--- src/hw/rtl/swrs_ram.sv ---
// Generic single-write, single-read RAM with registered read data.
`default_nettype none

module swrs_ram #(
   parameter int WIDTH = 64,
   parameter int DEPTH = 64
) (
   input  wire logic                     clock,
   input  wire logic                     wr_en,
   input  wire logic [$clog2(DEPTH)-1:0] wr_addr,
   input  wire logic [WIDTH-1:0]         wr_data,
   input  wire logic [$clog2(DEPTH)-1:0] rd_addr,
   output logic      [WIDTH-1:0]         rd_data
);

   logic [WIDTH-1:0] mem [DEPTH];

   always_ff @(posedge clock) begin
      if (wr_en) begin
         mem[wr_addr] <= wr_data;
      end
      rd_data <= mem[rd_addr];
   end

endmodule

`default_nettype wire

--- config.mk ---
export PLATFORM = sky130hd
export DESIGN_NAME = swrs_ram
export DESIGN_NICKNAME = d
export VERILOG_FILES = /design/src/hw/rtl/swrs_ram.sv
export SDC_FILE = /design/constraint.sdc
export NUM_CORES = 2
export LEC_CHECK = 0
export BUFFER_PORTS_ARGS = -buffer_cell sky130_fd_sc_hd__buf_4
export CORE_ASPECT_RATIO = 0.9
export CORE_UTILIZATION = 40
export DETAILED_ROUTE_END_ITERATION = 7
export HOLD_SLACK_MARGIN = 0.12
export PLACE_DENSITY_LB_ADDON = 0.1
export SLEW_MARGIN = 5
export SYNTH_ARGS = -nofsm -noshare
export SYNTH_HDL_FRONTEND = slang
export SYNTH_SLANG_ARGS = --single-unit
--- constraint.sdc ---
create_clock -name clock -period 6.8 [get_ports clock]
set_input_delay 1.36 -clock clock [delete_from_list [all_inputs] [get_ports clock]]
set_output_delay 1.36 -clock clock [all_outputs]
set_load 0.02 [all_outputs]
==> reports/results.txt <==
sky130_fd_sc_hd__edfxtp_1 takes more of the synthesized area than any other cell. The number of max-cap violations is 0. The max-slew violation count was 0. Along the worst path, the maximum fanout reaches 62. The count of unique library cells instantiated by Yosys is 33, and the final cycle utilization of the critical path is 0.550. After clock tree synthesis, the repair step resized 0 gates.

Power spread over the standard cell area amounts to 303 nW/um2. The worst hold path was traced through 4 stages. The I/O pin count was 142; the share of the synthesized area in the top cell type was 0.787. Among all cell types in the netlist, the one instantiated most often is sky130_fd_sc_hd__edfxtp_1. The number of setup buffers added after CTS was 0. The required time at the endpoint of the critical path came out at 7.58 ns.

The floorplan row count was 217. The final layout contains 7,139 nets. The path class of the tightest hold or removal check is flop to flop. The detailed-router iteration count before antenna repair is 5. Together, buffers and inverters on the worst path number 3. Dominant delay contributor by cell family on the critical path: buffers and inverters. After clock tree synthesis, the clock-pin slew on the worst setup and hold paths is 0.06 ns.

The post-route setup TNS was 0 ns; the headroom to the max-slew limit was 0.0988. The number of nets in the synthesized netlist is 6,676. Setup violations remaining at the end of the flow were counted as 0. The source of the worst register-to-register timing path was mem[5][44]. The final critical path time including I/O delays and setup was 3.74 ns. The floorplan step defined a core boundary enclosing 389,000 um2.

The number of hold buffers added after CTS was 0. The startpoint kind of the worst setup timing path was a primary input. The tools report the effective utilization at floorplan as 0.402. Startpoint of the worst hold path: mem[54][63]. The worst hold path terminates at rd_data[63].

The register-to-register setup slack was 4.58 ns; the register bit total from synthesis was 4,160. The total length of routed wires was 482 mm. The pin count of the biggest net entering global routing was 110. For the total standard cell area after synthesis, the log shows 156,000 um2.

The cell at the root of the clock tree is sky130_fd_sc_hd__clkbuf_16. Synthesized netlist cell count: 6,598. In the routed design, unresolved DRC markers number 0. Clock latency on the worst-skew pair, taken at its later pin, is 0.99 ns. The classification of the worst setup path was primary input to flop. Area growth from synthesis to layout: 14.7%. Yosys printed 0 warnings. Vertical die dimension: 595 um. The highest metal layer carrying signal wires in the routed design is met5. The number of cells on the worst reg-to-reg path is 4. The flow ran to the end, and the final reports show no timing, DRC or antenna violations.

Global placement routability congestion: 0.756. The element type at the critical path end is a flop. Fraction of final layout cells sized beyond drive strength 1: 0.287. The worst hold slack across all endpoints was 0.823 ns; the count of port buffers added during placement was 141.

The tools report the global router's overall resource usage as 0.244. CTS built an H-tree with a depth of 5. By count the netlist is led by 4,096 x sky130_fd_sc_hd__edfxtp_1, 1,024 x sky130_fd_sc_hd__mux4_2, 170 x sky130_fd_sc_hd__buf_2. In the detailed route, the total length drawn on met3 is 29.5 mm. The proportion of synthesized flip-flops having asynchronous set or reset was 0. After global routing the overflow that remains totals 0. The most used flip-flop cell after synthesis is sky130_fd_sc_hd__edfxtp_1. Average footprint of a synthesized cell: 23.7 um2. The width of the die was 661 um. The capture point of the worst reg-to-reg path is rd_data[44]. Walking the worst path, the cells encountered are buf_8 > buf_12 > buf_4 > mux4_2 > mux2i_1 > o22ai_1 > a41oi_1 > a211oi_1. The highest-delay cell along the critical path is sky130_fd_sc_hd__buf_8. The vias per cell is 6.01. TritonCTS built the clock tree.

The first global-routing pass estimated 658 mm of wire. The number of global-route vias before repair is 77,022. The part of the Yosys area used for sequential elements was 0.795. The number of synthesized flops with an enable pin works out to 4,096. The met2 layer wire length in the routed design is 235 mm, and the clock sink total is 4,160.

For the pin with the worst max-slew slack, the measured transition is 1.35 ns. The detailed router placed 75,695 vias in this run. After routing the design area is 179,000 um2. The tools report the number of antenna violations at the first check in global routing as 43. The detail route stage leaves a number of antenna-violating nets equal to 0. The tools report the clock skew after layout as 0.0411 ns. The critical path's largest stage delay was 0.59 ns; the number of fill cells in the layout was 31,940.

The clock buffer count from CTS was 437. The tools report the final HPWL from detailed placement as 257 mm. Sorting the synthesized cells by area gives the leading types as sky130_fd_sc_hd__edfxtp_1 79%, sky130_fd_sc_hd__mux4_2 15%, sky130_fd_sc_hd__mux2i_1 0.86%.

Setup repair after global routing left no endpoint under its margin. Timing would allow up to 0.267 GHz. The clock passes through at most 4 buffers. The signal arrival time at the worst endpoint was 4.52 ns; the leakage power total was 0.0556 uW. For the placed standard-cell area, the log shows 165,000 um2. The detail-routed net length per standard cell was 38.3 um; the area enclosed by the die boundary was 393,000 um2.

In the final routing, the length of wire on met1 measures 206 mm. The number of design-rule violations left by the first detailed-router iteration is 9,045. The tools report the worst voltage drop across the vdd grid as 0.241 mV. The hold violation total from the final report is 0.
[layout make-up]
cell class,count,area (um2),share of cell area
diodes,10,25.0,0.000140
clock buffers,578,11900,0.0662
clock inverters,236,2020,0.0113
inverters,19,71.3,0.000398
multi-input cells,2049,30800,0.172
flip-flops and latches,4160,124000,0.693
well taps,5146,6440,0.0359
repair buffers,394,3840,0.0214
[kinds of logic after synthesis]
logic type	count (synthesis)	synth area share
AOI/OAI and AO/OA	504	0.0248
muxes	1159	0.156
buffers and inverters	389	0.0118
DFF	4160	0.795
and+or+nand+nor	386	0.0124
[cells in the final DEF (no fill, tap or decap), types with 63 or more instances in the layout]
| cell | n |
|---|---|
| sky130_fd_sc_hd__clkbuf_16 | 445 |
| sky130_fd_sc_hd__a22oi_1 | 168 |
| sky130_fd_sc_hd__a22o_1 | 88 |
| sky130_fd_sc_hd__and3_1 | 64 |
| sky130_fd_sc_hd__o22ai_1 | 83 |
| sky130_fd_sc_hd__mux2i_1 | 135 |
| sky130_fd_sc_hd__nor2_4 | 65 |
| sky130_fd_sc_hd__edfxtp_1 | 4096 |
| sky130_fd_sc_hd__clkinv_1 | 93 |
| sky130_fd_sc_hd__a211oi_1 | 63 |
| sky130_fd_sc_hd__buf_12 | 68 |
| sky130_fd_sc_hd__clkinv_2 | 82 |
| sky130_fd_sc_hd__clkbuf_1 | 110 |
| sky130_fd_sc_hd__buf_4 | 323 |
| sky130_fd_sc_hd__mux4_2 | 1024 |
| sky130_fd_sc_hd__dfxtp_1 | 64 |
[power breakdown]
part	switching, uW	internal (uW)	leakage, uW
Combinational	1620	936	0.0114
Clock	9950	13300	0.00680
Sequential	153	28400	0.0374
[how the worst max path moves through the flow]
| stage | from | end | slack [ns] | cells past startpoint |
|---|---|---|---|---|
| floorplan | wr_addr[3] | mem[48][0] | 0.004 | 4 |
| global placement | rd_addr[2] | rd_data[29] | 2.13 | 7 |
| detailed placement | rd_addr[2] | rd_data[29] | 2.09 | 7 |
| CTS | rd_addr[2] | rd_data[29] | 3.14 | 7 |
| global route | rd_addr[1] | rd_data[41] | 3.06 | 8 |
| finish | rd_addr[1] | rd_data[41] | 3.06 | 8 |
[per-stage QoR]
stage | setup slack [ns] | instances | utilization | power (uW)
2_1_floorplan | 0.00401 | 6598 | - | 30400
3_3_place_gp | 2.13 | 11768 | 0.426 | 31700
3_5_place_dp | 2.09 | 11768 | 0.426 | 31700
4_1_cts | 3.14 | 12582 | 0.462 | 54900
5_1_grt | 3.06 | 12584 | 0.462 | 55900
6_report | 3.06 | 12592 | 0.462 | 54400
[worst min-delay path, cell delays in order, from the launching register on]
cell and delay (ns):
sky130_fd_sc_hd__edfxtp_1 0.31, sky130_fd_sc_hd__mux4_2 0.23, sky130_fd_sc_hd__a22oi_1 0.06, sky130_fd_sc_hd__nand3_1 0.07, sky130_fd_sc_hd__and3_1 0.13
[flip-flops by register name, indices dropped and copies added, names as in the netlist]
register / count
mem: 4096
rd_data: 64
[routing by layer]
layer / vias up / track usage
met2: 2791 / 0.399
met3: 597 / 0.0309
met1: 42769 / 0.353
li1: 29534 / -
met4: 4 / 0.0539
met5: - / 0
Note: power is estimated with default switching activity, not from simulation.
